<file path="src/rtl/core/dda_lr_pkg.sv">
package dda_lr_pkg;

    localparam int COORD_W = 6;
    localparam int FRAC_W  = 16;
    localparam int ACC_W   = COORD_W + FRAC_W;
    localparam int DEN_W   = COORD_W + 1;
    localparam int ADDR_W  = 18;
    localparam int PITCH_W = 13;
    localparam int COLOR_W = 32;

    localparam logic [PITCH_W-1:0] PITCH_RESET = PITCH_W'(64);

    // divider start request
    typedef struct packed {
        logic             start;
        logic [ACC_W-1:0] dividend;
        logic [DEN_W-1:0] divisor;
    } div_req_t;

    // divider completion
    typedef struct packed {
        logic             done;
        logic [ACC_W-1:0] quotient;
    } div_rsp_t;

endpackage

</file>
<file path="src/rtl/core/dda_lr_cmd_if.sv">
interface dda_lr_cmd_if;
    import dda_lr_pkg::*;

    logic               valid;
    logic               ready;
    logic [COORD_W-1:0] start_x;
    logic [COORD_W-1:0] start_y;
    logic [COORD_W-1:0] end_x;
    logic [COORD_W-1:0] end_y;
    logic [COLOR_W-1:0] line_color;

    modport source (
        output valid, start_x, start_y, end_x, end_y, line_color,
        input  ready
    );

    modport sink (
        input  valid, start_x, start_y, end_x, end_y, line_color,
        output ready
    );
endinterface

</file>
<file path="src/rtl/core/dda_lr_pix_if.sv">
interface dda_lr_pix_if;
    import dda_lr_pkg::*;

    logic               valid;
    logic               ready;
    logic [COORD_W-1:0] pixel_x;
    logic [COORD_W-1:0] pixel_y;
    logic [ADDR_W-1:0]  pixel_address;
    logic [COLOR_W-1:0] pixel_color;
    logic               last_pixel;

    modport source (
        output valid, pixel_x, pixel_y, pixel_address, pixel_color, last_pixel,
        input  ready
    );

    modport sink (
        input  valid, pixel_x, pixel_y, pixel_address, pixel_color, last_pixel,
        output ready
    );
endinterface

</file>
<file path="src/rtl/core/dda_line_rasterizer.sv">
// channel | dir | beat contents
// cmd     | in  | start_x, start_y, end_x, end_y, line_color (one line)
// pix     | out | pixel_x, pixel_y, pixel_address, pixel_color, last_pixel
// cfg     | in  | cfg_write_en / cfg_write_data: row_pitch, no handshake
//
// a line is set up when taken, then runs through the bit-serial slope divider, the slope is
// latched, then one pixel per cycle while the output register is free (1 to 64 pixels)
// cmd.ready is high only while idle; the last pixel may still wait in the
// output register while the next line is taken
// pixel stepping holds whenever the output register is full and not taken
// rst_n clears the sequencer and output valid, and sets row_pitch to 64
module dda_line_rasterizer #(
    parameter int TILE_SIZE = 64
) (
    input  logic                           clk,
    input  logic                           rst_n,
    dda_lr_cmd_if.sink                     cmd,
    dda_lr_pix_if.source                   pix,
    input  logic                           cfg_write_en,
    input  logic [dda_lr_pkg::PITCH_W-1:0] cfg_write_data
);
    import dda_lr_pkg::*;

    localparam logic [COORD_W-1:0] COORD_MAX = COORD_W'(TILE_SIZE - 1);
    localparam logic [COORD_W:0]   TILE_LIM  = (COORD_W + 1)'(TILE_SIZE);

    typedef enum logic [1:0] {
        S_IDLE,
        S_DIV,
        S_WALK
    } state_t;

    state_t state_reg;

    // configuration
    logic [PITCH_W-1:0] row_pitch_reg;

    // per-line registers
    logic               x_major_reg;
    logic               neg_reg;
    logic [COORD_W-1:0] maj_reg;
    logic [COORD_W-1:0] maj_end_reg;
    logic [ACC_W-1:0]   acc_reg;
    logic [ACC_W-1:0]   slope_reg;
    logic [COLOR_W-1:0] color_reg;

    // output register
    logic               out_valid_reg;
    logic [COORD_W-1:0] out_x_reg;
    logic [COORD_W-1:0] out_y_reg;
    logic [ADDR_W-1:0]  out_addr_reg;
    logic [COLOR_W-1:0] out_color_reg;
    logic               out_last_reg;

    // divider request
    logic             div_start_reg;
    logic [ACC_W-1:0] div_dividend_reg;
    logic [DEN_W-1:0] div_divisor_reg;
    div_req_t         div_req;
    div_rsp_t         div_rsp;

    // setup path
    logic [COORD_W-1:0] cx1, cy1, cx2, cy2;
    logic [COORD_W-1:0] adx, ady;
    logic               x_major;
    logic [COORD_W-1:0] maj_a, maj_b, min_a, min_b;
    logic               swap;
    logic [COORD_W-1:0] maj0, maj1, min0, min1;
    logic [COORD_W-1:0] dmaj, dmin_mag;
    logic               dmin_neg;
    logic [ACC_W-1:0]   round_add;
    logic [ACC_W-1:0]   dividend;

    // step path
    logic               cmd_fire;
    logic               out_free;
    logic               step;
    logic [COORD_W-1:0] minor;
    logic [COORD_W-1:0] px, py;
    logic [COORD_W+PITCH_W-1:0] row_base;
    logic [ADDR_W-1:0]  addr;

    function automatic logic [COORD_W-1:0] clamp(input logic [COORD_W-1:0] v);
        return ({1'b0, v} >= TILE_LIM) ? COORD_MAX : v;
    endfunction

    assign cmd_fire = cmd.valid && cmd.ready;
    assign cmd.ready = (state_reg == S_IDLE);

    // endpoint ordering and slope dividend
    always_comb
    begin
        cx1 = clamp(cmd.start_x);
        cy1 = clamp(cmd.start_y);
        cx2 = clamp(cmd.end_x);
        cy2 = clamp(cmd.end_y);
        adx = (cx2 > cx1) ? cx2 - cx1 : cx1 - cx2;
        ady = (cy2 > cy1) ? cy2 - cy1 : cy1 - cy2;
        // diagonals and points go y-major
        x_major = adx > ady;
        maj_a = x_major ? cx1 : cy1;
        maj_b = x_major ? cx2 : cy2;
        min_a = x_major ? cy1 : cx1;
        min_b = x_major ? cy2 : cx2;
        swap = maj_a > maj_b;
        maj0 = swap ? maj_b : maj_a;
        maj1 = swap ? maj_a : maj_b;
        min0 = swap ? min_b : min_a;
        min1 = swap ? min_a : min_b;
        dmaj = maj1 - maj0;
        dmin_neg = min1 < min0;
        dmin_mag = dmin_neg ? min0 - min1 : min1 - min0;
        // rising slopes round up (ceil), falling slopes truncate then negate
        round_add = dmin_neg ? '0 : ACC_W'(dmaj) - ACC_W'(1);
        dividend = {dmin_mag, {FRAC_W{1'b0}}} + round_add;
    end

    assign div_req.start    = div_start_reg;
    assign div_req.dividend = div_dividend_reg;
    assign div_req.divisor  = div_divisor_reg;

    dda_lr_div u_div (
        .clk   (clk),
        .rst_n (rst_n),
        .req   (div_req),
        .rsp   (div_rsp)
    );

    // pixel generation: minor coordinate is the integer part of the accumulator
    assign out_free = !out_valid_reg || pix.ready;
    assign step     = (state_reg == S_WALK) && out_free;

    always_comb
    begin
        minor    = acc_reg[ACC_W-1:FRAC_W];
        px       = x_major_reg ? maj_reg : minor;
        py       = x_major_reg ? minor : maj_reg;
        row_base = (COORD_W + PITCH_W)'(py) * (COORD_W + PITCH_W)'(row_pitch_reg);
        addr     = ADDR_W'(row_base + (COORD_W + PITCH_W)'(px));
    end

    always_ff @(posedge clk or negedge rst_n)
    begin
        if (!rst_n)
        begin
            state_reg     <= S_IDLE;
            row_pitch_reg <= PITCH_RESET;
            out_valid_reg <= 1'b0;
            div_start_reg <= 1'b0;
        end
        else
        begin
            if (cfg_write_en)
            begin
                row_pitch_reg <= cfg_write_data;
            end
            div_start_reg <= cmd_fire;
            if (step)
            begin
                out_valid_reg <= 1'b1;
            end
            else if (pix.ready)
            begin
                out_valid_reg <= 1'b0;
            end
            unique case (state_reg)
                S_IDLE:
                begin
                    if (cmd_fire)
                    begin
                        state_reg <= S_DIV;
                    end
                end
                S_DIV:
                begin
                    if (div_rsp.done)
                    begin
                        state_reg <= S_WALK;
                    end
                end
                S_WALK:
                begin
                    if (step && (maj_reg == maj_end_reg))
                    begin
                        state_reg <= S_IDLE;
                    end
                end
                default:
                begin
                    state_reg <= S_IDLE;
                end
            endcase
        end
    end

    // datapath registers, no reset needed
    always_ff @(posedge clk)
    begin
        if (cmd_fire)
        begin
            x_major_reg      <= x_major;
            neg_reg          <= dmin_neg;
            maj_reg          <= maj0;
            maj_end_reg      <= maj1;
            acc_reg          <= {min0, {FRAC_W{1'b0}}};
            color_reg        <= cmd.line_color;
            div_dividend_reg <= dividend;
            div_divisor_reg  <= DEN_W'(dmaj);
        end
        if ((state_reg == S_DIV) && div_rsp.done)
        begin
            // zero-length lines get a meaningless slope, never added before the end
            slope_reg <= neg_reg ? ACC_W'(-div_rsp.quotient) : div_rsp.quotient;
        end
        if (step)
        begin
            out_x_reg     <= px;
            out_y_reg     <= py;
            out_addr_reg  <= addr;
            out_color_reg <= color_reg;
            out_last_reg  <= (maj_reg == maj_end_reg);
            maj_reg       <= maj_reg + COORD_W'(1);
            acc_reg       <= acc_reg + slope_reg;
        end
    end

    assign pix.valid         = out_valid_reg;
    assign pix.pixel_x       = out_x_reg;
    assign pix.pixel_y       = out_y_reg;
    assign pix.pixel_address = out_addr_reg;
    assign pix.pixel_color   = out_color_reg;
    assign pix.last_pixel    = out_last_reg;

endmodule

</file>
<file path="src/rtl/core/dda_lr_div.sv">
module dda_lr_div (
    input  logic                clk,
    input  logic                rst_n,
    input  dda_lr_pkg::div_req_t req,
    output dda_lr_pkg::div_rsp_t rsp
);
    import dda_lr_pkg::*;

    localparam int CNT_W = $clog2(ACC_W);
    localparam logic [CNT_W-1:0] LAST_STEP = CNT_W'(ACC_W - 1);

    logic [DEN_W-1:0] rem_reg,  rem_next;
    logic [ACC_W-1:0] quo_reg,  quo_next;
    logic [DEN_W-1:0] den_reg;
    logic [CNT_W-1:0] cnt_reg;
    logic             busy_reg;
    logic             done_reg;

    logic [DEN_W:0]   trial;
    logic             fits;

    // one restoring step per cycle, dividend bits shift out of quo as quotient bits shift in
    always_comb
    begin
        trial    = {rem_reg, quo_reg[ACC_W-1]};
        fits     = trial >= {1'b0, den_reg};
        rem_next = fits ? DEN_W'(trial - {1'b0, den_reg}) : DEN_W'(trial);
        quo_next = {quo_reg[ACC_W-2:0], fits};
    end

    always_ff @(posedge clk or negedge rst_n)
    begin
        if (!rst_n)
        begin
            busy_reg <= 1'b0;
            done_reg <= 1'b0;
            cnt_reg  <= '0;
        end
        else
        begin
            done_reg <= 1'b0;
            if (req.start)
            begin
                busy_reg <= 1'b1;
                cnt_reg  <= '0;
            end
            else if (busy_reg)
            begin
                cnt_reg <= cnt_reg + CNT_W'(1);
                if (cnt_reg == LAST_STEP)
                begin
                    busy_reg <= 1'b0;
                    done_reg <= 1'b1;
                end
            end
        end
    end

    always_ff @(posedge clk)
    begin
        if (req.start)
        begin
            rem_reg <= '0;
            quo_reg <= req.dividend;
            den_reg <= req.divisor;
        end
        else if (busy_reg)
        begin
            rem_reg <= rem_next;
            quo_reg <= quo_next;
        end
    end

    assign rsp.done     = done_reg;
    assign rsp.quotient = quo_reg;

endmodule
</file>
<file path="src/flat_wrapper.sv">
// flat-port wrapper written by rule: the top's interface ports become plain ports
module dda_line_rasterizer_flat import dda_lr_pkg::*;
#(
    parameter int TILE_SIZE = 64
)
  (clk, rst_n, cfg_write_en, cfg_write_data, cmd_valid, cmd_start_x, cmd_start_y, cmd_end_x, cmd_end_y, cmd_line_color, cmd_ready, pix_valid, pix_pixel_x, pix_pixel_y, pix_pixel_address, pix_pixel_color, pix_last_pixel, pix_ready);
  dda_lr_cmd_if cmd_i ();
  dda_lr_pix_if pix_i ();
  input  logic clk;
  input  logic rst_n;
  input  logic cfg_write_en;
  input  logic [dda_lr_pkg::PITCH_W-1:0] cfg_write_data;
  input wire logic [$bits(cmd_i.valid)-1:0] cmd_valid;
  input wire logic [$bits(cmd_i.start_x)-1:0] cmd_start_x;
  input wire logic [$bits(cmd_i.start_y)-1:0] cmd_start_y;
  input wire logic [$bits(cmd_i.end_x)-1:0] cmd_end_x;
  input wire logic [$bits(cmd_i.end_y)-1:0] cmd_end_y;
  input wire logic [$bits(cmd_i.line_color)-1:0] cmd_line_color;
  output wire logic [$bits(cmd_i.ready)-1:0] cmd_ready;
  output wire logic [$bits(pix_i.valid)-1:0] pix_valid;
  output wire logic [$bits(pix_i.pixel_x)-1:0] pix_pixel_x;
  output wire logic [$bits(pix_i.pixel_y)-1:0] pix_pixel_y;
  output wire logic [$bits(pix_i.pixel_address)-1:0] pix_pixel_address;
  output wire logic [$bits(pix_i.pixel_color)-1:0] pix_pixel_color;
  output wire logic [$bits(pix_i.last_pixel)-1:0] pix_last_pixel;
  input wire logic [$bits(pix_i.ready)-1:0] pix_ready;
  assign cmd_i.valid = cmd_valid;
  assign cmd_i.start_x = cmd_start_x;
  assign cmd_i.start_y = cmd_start_y;
  assign cmd_i.end_x = cmd_end_x;
  assign cmd_i.end_y = cmd_end_y;
  assign cmd_i.line_color = cmd_line_color;
  assign cmd_ready = cmd_i.ready;
  assign pix_valid = pix_i.valid;
  assign pix_pixel_x = pix_i.pixel_x;
  assign pix_pixel_y = pix_i.pixel_y;
  assign pix_pixel_address = pix_i.pixel_address;
  assign pix_pixel_color = pix_i.pixel_color;
  assign pix_last_pixel = pix_i.last_pixel;
  assign pix_i.ready = pix_ready;
  dda_line_rasterizer #(.TILE_SIZE(TILE_SIZE)) u_core (.clk(clk), .rst_n(rst_n), .cmd(cmd_i), .pix(pix_i), .cfg_write_en(cfg_write_en), .cfg_write_data(cfg_write_data));
endmodule
</file>
<file path="config.mk">
export PLATFORM = sky130hd
export DESIGN_NAME = dda_line_rasterizer_flat
export DESIGN_NICKNAME = d
export VERILOG_FILES = /design/src/rtl/core/dda_lr_pkg.sv /design/src/rtl/core/dda_lr_cmd_if.sv /design/src/rtl/core/dda_lr_pix_if.sv /design/src/rtl/core/dda_line_rasterizer.sv /design/src/rtl/core/dda_lr_div.sv /design/src/flat_wrapper.sv
export SDC_FILE = /design/constraint.sdc
export NUM_CORES = 1
export LEC_CHECK = 0
export ABC_AREA = 1
export BUFFER_PORTS_ARGS = -buffer_cell sky130_fd_sc_hd__buf_2
export CAP_MARGIN = 15
export CORE_MARGIN = 2
export CORE_UTILIZATION = 48
export CTS_BUF_LIST = sky130_fd_sc_hd__clkbuf_4
export CTS_CLUSTER_SIZE = 25
export DETAILED_ROUTE_END_ITERATION = 16
export PLACE_DENSITY = 0.67
export SYNTH_ARGS = -nofsm -noshare
export SYNTH_HDL_FRONTEND = slang
export SYNTH_SLANG_ARGS = --single-unit
</file>
<file path="constraint.sdc">
create_clock -name clk -period 13.23 [get_ports clk]
set_input_delay 1.323 -clock clk [delete_from_list [all_inputs] [get_ports clk]]
set_output_delay 1.323 -clock clk [all_outputs]
set_load 0.02 [all_outputs]
</file>
== Word-level counts from Yosys, hierarchy flattened ==
Index checks and enable logic that the tools add are counted.
Storage, ports and cells
  output and inout port bits: 65
  logic and storage cells: 100
  bits of input ports: 74
  bits in registers: 240
Operators by class
  order comparisons: 6
  equality and inequality tests: 7
  $mul: 1
  reductions and logical operators: 11
  multiplexer cells: 36
  add/subtract/negate cells: 15
Operators by type and width (number)
  2-to-1 mux 22 bit: 6
  2-to-1 mux 6 bit: 15
  adder 22 bit: 2
  subtractor 6 bit: 7
  > comparator 6 bit: 4
  negation 22 bit: 1
  adder 18 x 6 -> 18 bit: 1
  multiplier 6 x 13 -> 18 bit: 1
  2-to-1 mux 5 bit: 2
  greater-or-equal comparator 8 x 6 -> 1 bit: 1
  2-to-1 mux 1 bit: 8
  2-to-1 mux 7 bit: 1
  subtractor 6 x 1 -> 7 bit (second input constant): 1
  subtractor 7 x 6 -> 7 bit: 1
  adder 6 x 1 -> 6 bit (second input constant): 1
  equality test 6 bit: 1
  < comparator 6 bit: 1
  2-to-1 mux 2 bit: 3
  inequality test 2 bit (second input constant): 3
  one-hot mux 2 bit (3 select lines): 1
  nonzero test 2 bit: 3
  adder 5 x 1 -> 5 bit (second input constant): 1
  equality test 5 bit (second input constant): 1
  logical AND 1 bit: 4
  6 further kinds: 6

== Longest topological paths before layout ==
  word-level depth: 10
  mapped depth: 61
  mapped depth without buffers: 56

== Modules after synthesis ==
A second synthesis with hierarchy kept.
Second synthesis, totals
  cell total of the unflattened synthesis: 1573
  area, all modules: 14991.9 um^2
Modules (own cells, without submodules)
  dda_line_rasterizer: sequential area each 5591.6 um^2, times used 1, cells an instance 1325, area an instance 12783.5 um^2
  dda_lr_div: sequential area each 1186.1 um^2, times used 1, cells an instance 248, area an instance 2208.4 um^2

== Worst setup path after synthesis ==
No wires, ideal clock.
  path type: input to register
  start: input port cmd_end_x[0]
  end: register u_core.div_dividend_reg[21] (data pin)
  slack: 3.135 ns
  arrival: 9.842 ns
  library setup time: 0.252 ns
  buffers on the path: 7
  data required time: 12.978 ns
  stages on the path: 56
  cell sequence: inv_1 > ha_1 > inv_1 > fa_1 > a221oi_1 > o21ai_0 > o21ai_1 > mux2i_1 > a22oi_1 > o221ai_1 > xor2_1 > ha_1 > a21oi_1 > nand3_4 > nand2_4 > buf_6 > clkbuf_1 > clkbuf_1 > [... 20 more ...] > nor2_1 > clkbuf_1 > inv_1 > nand3_1 > nor2_2 > nand2_1 > inv_1 > ha_1 > a21oi_1 > inv_1 > a31oi_1 > o21ai_0 > a21oi_1 > xor2_1 > xor2_1 > inv_1 > nand3_1 > nand2_1
Between the ends
  elaborated cells between the ends (all ways): 22
  classes of those cells: add/sub (7); order compare (4); mux (11)
RTL lines
  start: declaration: line flat_wrapper.sv:16  | input wire logic [$bits(cmd_i.end_x)-1:0] cmd_end_x;
  subtractor 6 bit / > comparator 6 bit (equally long branches): line dda_line_rasterizer.sv:97  | adx = (cx2 > cx1) ? cx2 - cx1 : cx1 - cx2;
  2-to-1 mux 6 bit: line dda_line_rasterizer.sv:97
  > comparator 6 bit: line dda_line_rasterizer.sv:100  | x_major = adx > ady;
  2-to-1 mux 6 bit (on tied branches): line dda_line_rasterizer.sv:101, dda_line_rasterizer.sv:102
  > comparator 6 bit: line dda_line_rasterizer.sv:105  | swap = maj_a > maj_b;
  2-to-1 mux 6 bit (on tied branches): line dda_line_rasterizer.sv:109, dda_line_rasterizer.sv:108
  < comparator 6 bit (*): line dda_line_rasterizer.sv:111  | dmin_neg = min1 < min0;
  net u_core.dmin_neg: line dda_line_rasterizer.sv:70  | logic dmin_neg;
  2-to-1 mux 6 bit / 2-to-1 mux 22 bit (equally long branches): line dda_line_rasterizer.sv:112, dda_line_rasterizer.sv:114
  adder 22 bit (*): line dda_line_rasterizer.sv:115  | dividend = {dmin_mag, {FRAC_W{1'b0}}} + round_add;
  net u_core.dividend[21]: line dda_line_rasterizer.sv:72  | logic [ACC_W-1:0] dividend;
  end signal: assignment: line dda_line_rasterizer.sv:207  | div_dividend_reg <= dividend;
  end: declaration: line dda_line_rasterizer.sv:57  | logic [ACC_W-1:0] div_dividend_reg;
Mark *: on every way through the listed nets, which the timed path passes. The rest lies on a longest branch.
A chain may end at the register's enable or synchronous reset.

== Worst setup path in the final report ==
  start: input port cmd_end_y[0]
  end: register u_core.div_dividend_reg[21] (data pin)
Between the ends
  longest elaborated chain between the ends: 10
  elaborated cells between the ends (all ways): 22
  classes of those cells: add/sub (7); order compare (4); mux (11)
Ends and longest elaborated chain
  start: declaration: line flat_wrapper.sv:17  | input wire logic [$bits(cmd_i.end_y)-1:0] cmd_end_y;
  subtractor 6 bit / > comparator 6 bit (equally long branches): line dda_line_rasterizer.sv:98  | ady = (cy2 > cy1) ? cy2 - cy1 : cy1 - cy2;
  2-to-1 mux 6 bit: line dda_line_rasterizer.sv:98
  > comparator 6 bit: line dda_line_rasterizer.sv:100
  2-to-1 mux 6 bit (on tied branches): line dda_line_rasterizer.sv:101, dda_line_rasterizer.sv:102
  > comparator 6 bit: line dda_line_rasterizer.sv:105
  2-to-1 mux 6 bit (on tied branches): line dda_line_rasterizer.sv:107, dda_line_rasterizer.sv:106
  subtractor 6 bit: line dda_line_rasterizer.sv:110  | dmaj = maj1 - maj0;
  subtractor 6 x 1 -> 7 bit: line dda_line_rasterizer.sv:114  | round_add = dmin_neg ? '0 : ACC_W'(dmaj) - ACC_W'(1);
  2-to-1 mux 22 bit: line dda_line_rasterizer.sv:114
  adder 22 bit (*): line dda_line_rasterizer.sv:115
  net u_core.dividend[21]: line dda_line_rasterizer.sv:72
Marked as above.

==> summary.md <==
| Metric | Value |
|---|---|
| Max-slew headroom | 35.6% |
| Post-CTS Setup Repair Bufs | 0 |
| Antenna violations before repair | 1 |
| Worst-Skew Late Latency | 0.71 ns |
| Die ar. | 31900 sq um |
| WP data required | 13.63 ns |
| Fin. Hold Viols | 0 |
| Post-synth EDFFs | 200 |
| Slowest cell on the critical path | o21ai_0 |
| Worst slew pin tran | roughly 0.97 ns |
| Mapped Cells | 1516 |
| Port Buffer Count | 138 |
| Most used DFF post-synth | edfxtp_1 |
| Gpl congestion | 0.906 |
| DP HPWL | 24300 um |
| Cell with the most instances after synthesis | nand2_1 |
| Die extent in x | 179 um |
| Post-CTS sizing | 0 |
| Clock Skews | just under 0.06 ns |
| CP endpoint kind | register |
| First-pass GRT wire length | 51600 um |
| Placement Setup Slack | around 2.1 ns |
| Cell count after placement | 2016 |
| Via count | around 11000 |
| CTS clk-pin slew, worst paths | 0.07 ns |
| TritonRoute pass-1 iters | 5 |
| Post-synth top cells | nand2_1, inv_1, edfxtp_1 |
| Post-route ant nets | 0 |
| Asr flop ratio synth | 10.4% |
| FMAX | 94.6 MHz |
| Largest cells by area after synthesis | edfxtp_1, ha_1, nand2_1 |
| Total GRT Usage | 20.3% |
| Setup violators final | 0 |
| CP most frequent cell | inv_1 |
| Fin worst setup slack | 2.66 ns |
| IO Count | 139 |
| Area share of the largest cell type after synthesis | approximately two fifths |
| Row cnt | between 60 and 70 |
| Filler cell count | roughly 2700 |
| Worst setup path start | cmd_end_y[0] |
| # nets final | 1942 |
| Vias per cell | around 5.0 |
| Syn_nets | 1769 |
| Sinks on Clock Net | 231 |
| Clock tree buffer depth | 3 |
| Crit path DAT | around 11 ns |
| Register area | ~6700 sq um |
| Synth cell types | between 40 and 50 |
| Cts bufs inserted | 60 |
| Synth Area per Inst | 9.66 sq um |
| Post-synthesis sequential area ratio | a little under half |
| Detailed Route Iter0 Violations | 666 |
| Largest net degree at the start of global routing | 62 |
| Core ar. | 29800 sq um |
| Yosys warnings | 0 |
| Layout cells sized above 1 | approximately 16% |
| Tcrit/Tclk final | 79.9% |
| Area Overhead vs Synth | 12.5% |
| Status | finished, final reports clean |
| Hold Buf Count CTS | 0 |
| Die H | 179 um |
| Placement-stage cell area | 15700 sq um |
| H-tree depth | 2 |
| Vias in the first global route | 10600 |
| Root buffer cell | clkbuf_4 |
| Hold crit path type | reg -> reg |
| Max-cap viol count | 0 |
| CP peak stage delay | around 0.62 ns |
| Initial Util | 49.1% |
| GRT overflow | 0 |
| Multi-input gate area | 6830 sq um |
| Yosys reg bits | ~230 |
| R2R Path Start | u_core.x_major_reg |
| Hold Startpoint | u_core.color_reg[7] |
| Post-route cell area | 16500 sq um |
| Post-synthesis cell area | 14600 sq um |
| RSZ-0062 raised after global routing | no |
| Final Non-Filler Cells | ~2100 |
| Setup TNS | 0 ns |
| Leading area contributor after synthesis | edfxtp_1 |
| Critical-path maximum fanout | 49 |
| Fin. max-slew vios | 0 |
| DRC viols | 0 |
| Routed len/inst | 14.9 um |
| Min Tclk post-route | 10.57 ns |
| CTS tree | built |
| Critical Path Source Type | input pin |
| Aggregate routed wire length | about 32000 um |
| Worst setup path class | in -> reg |
stage by stage:
| stage | utilization (%) | hold slack, ns |
|---|---|---|
| after floorplan | - | 0.400 |
| after global placement | 52.8 | 0.401 |
| after detailed placement | 52.8 | 0.405 |
| after CTS | 55.2 | 0.386 |
| after global routing | 55.3 | 0.392 |
| final | 55.3 | 0.400 |
cell families after synthesis:
logic type / after synthesis / synth area share, %
AOI/OAI and AO/OA: 243 / 9.03
DFF: 231 / 46.1
xor gates and xnor gates: 69 / 4.13
and+or+nand+nor: 502 / 14.4
adders and majority gates: 179 / 18.2
buffers and inverters: 280 / 7.29
muxes: 12 / 0.863
layout by cell type, fill, tap and decap left out, types with 2 or more instances in the layout:
cell type / count
nand2_1: 316
inv_1: 245
edfxtp_1: 200
buf_2: 138
ha_1: 123
o21ai_0: 118
clkbuf_4: 90
a21oi_1: 79
nor2_1: 75
xor2_1: 58
fa_1: 56
nand3_1: 49
dfrtp_1: 23
nand2_2: 17
nor3_1: 16
xnor2_1: 11
clkinv_1: 10
or2_2: 9
nand4_1: 8
mux2i_1: 7
a31oi_1: 7
dfxtp_1: 7
o21bai_1: 5
a221oi_1: 5
mux2_2: 5
o21a_1: 5
buf_4: 5
nor2_2: 4
o31ai_1: 4
o21ai_1: 3
o211ai_1: 3
o22ai_1: 3
a211oi_1: 2
and2_1: 2
inv_2: 2
a21o_1: 2
a21boi_0: 2
inv_6: 2
layout make-up:
| type | count | area share (%) |
|---|---|---|
| sequential | 231 | 41.0 |
| tap | 390 | 2.96 |
| clock buffer | 90 | 4.10 |
| timing repair buffer | 144 | 4.51 |
| inverter | 247 | 5.63 |
| clock inverter | 13 | 0.380 |
| antenna | 1 | 0.0152 |
| multi-input combinational | 1005 | 41.4 |
worst max-delay path: cells and delay by family:
family | cells | cell delay, ns
fa+ha+maj | 6 | 2.03
xor+xnor | 3 | 0.52
simple gates | 17 | 2.74
compound gates | 12 | 2.83
mux | 1 | 0.30
buf+inv | 11 | 1.22
final timing paths:
check	slack, ns	depth (start not counted)	to
hold reg to reg	0.40	0	u_core.pix.pixel_color[7]
min in group asynchronous	0.65	1	u_core.row_pitch_reg[5]
max in group asynchronous	12.08	1	u_core.u_div.busy_reg
setup / recovery	2.66	50	u_core.div_dividend_reg[21]
hold / removal	0.40	0	u_core.pix.pixel_color[7]
setup reg to reg	7.18	25	u_core.pix.pixel_address[16]
per-layer routing:
layer | vias up | track usage [%] | part of all wire [%] | wire length (um)
met3 | 53 | 3.11 | 3.9 | 1230
li1 | 5399 | - | - | -
met1 | 4980 | 26.5 | 45 | 14200
met2 | 225 | 35.1 | 49 | 15600
met5 | - | 0 | 0 | 0
met4 | 0 | 5.89 | 2.0 | 622
Power is left out: the tool's default activity adds up to more than one toggle a clock period on the data nets, which glitch-free logic cannot reach.
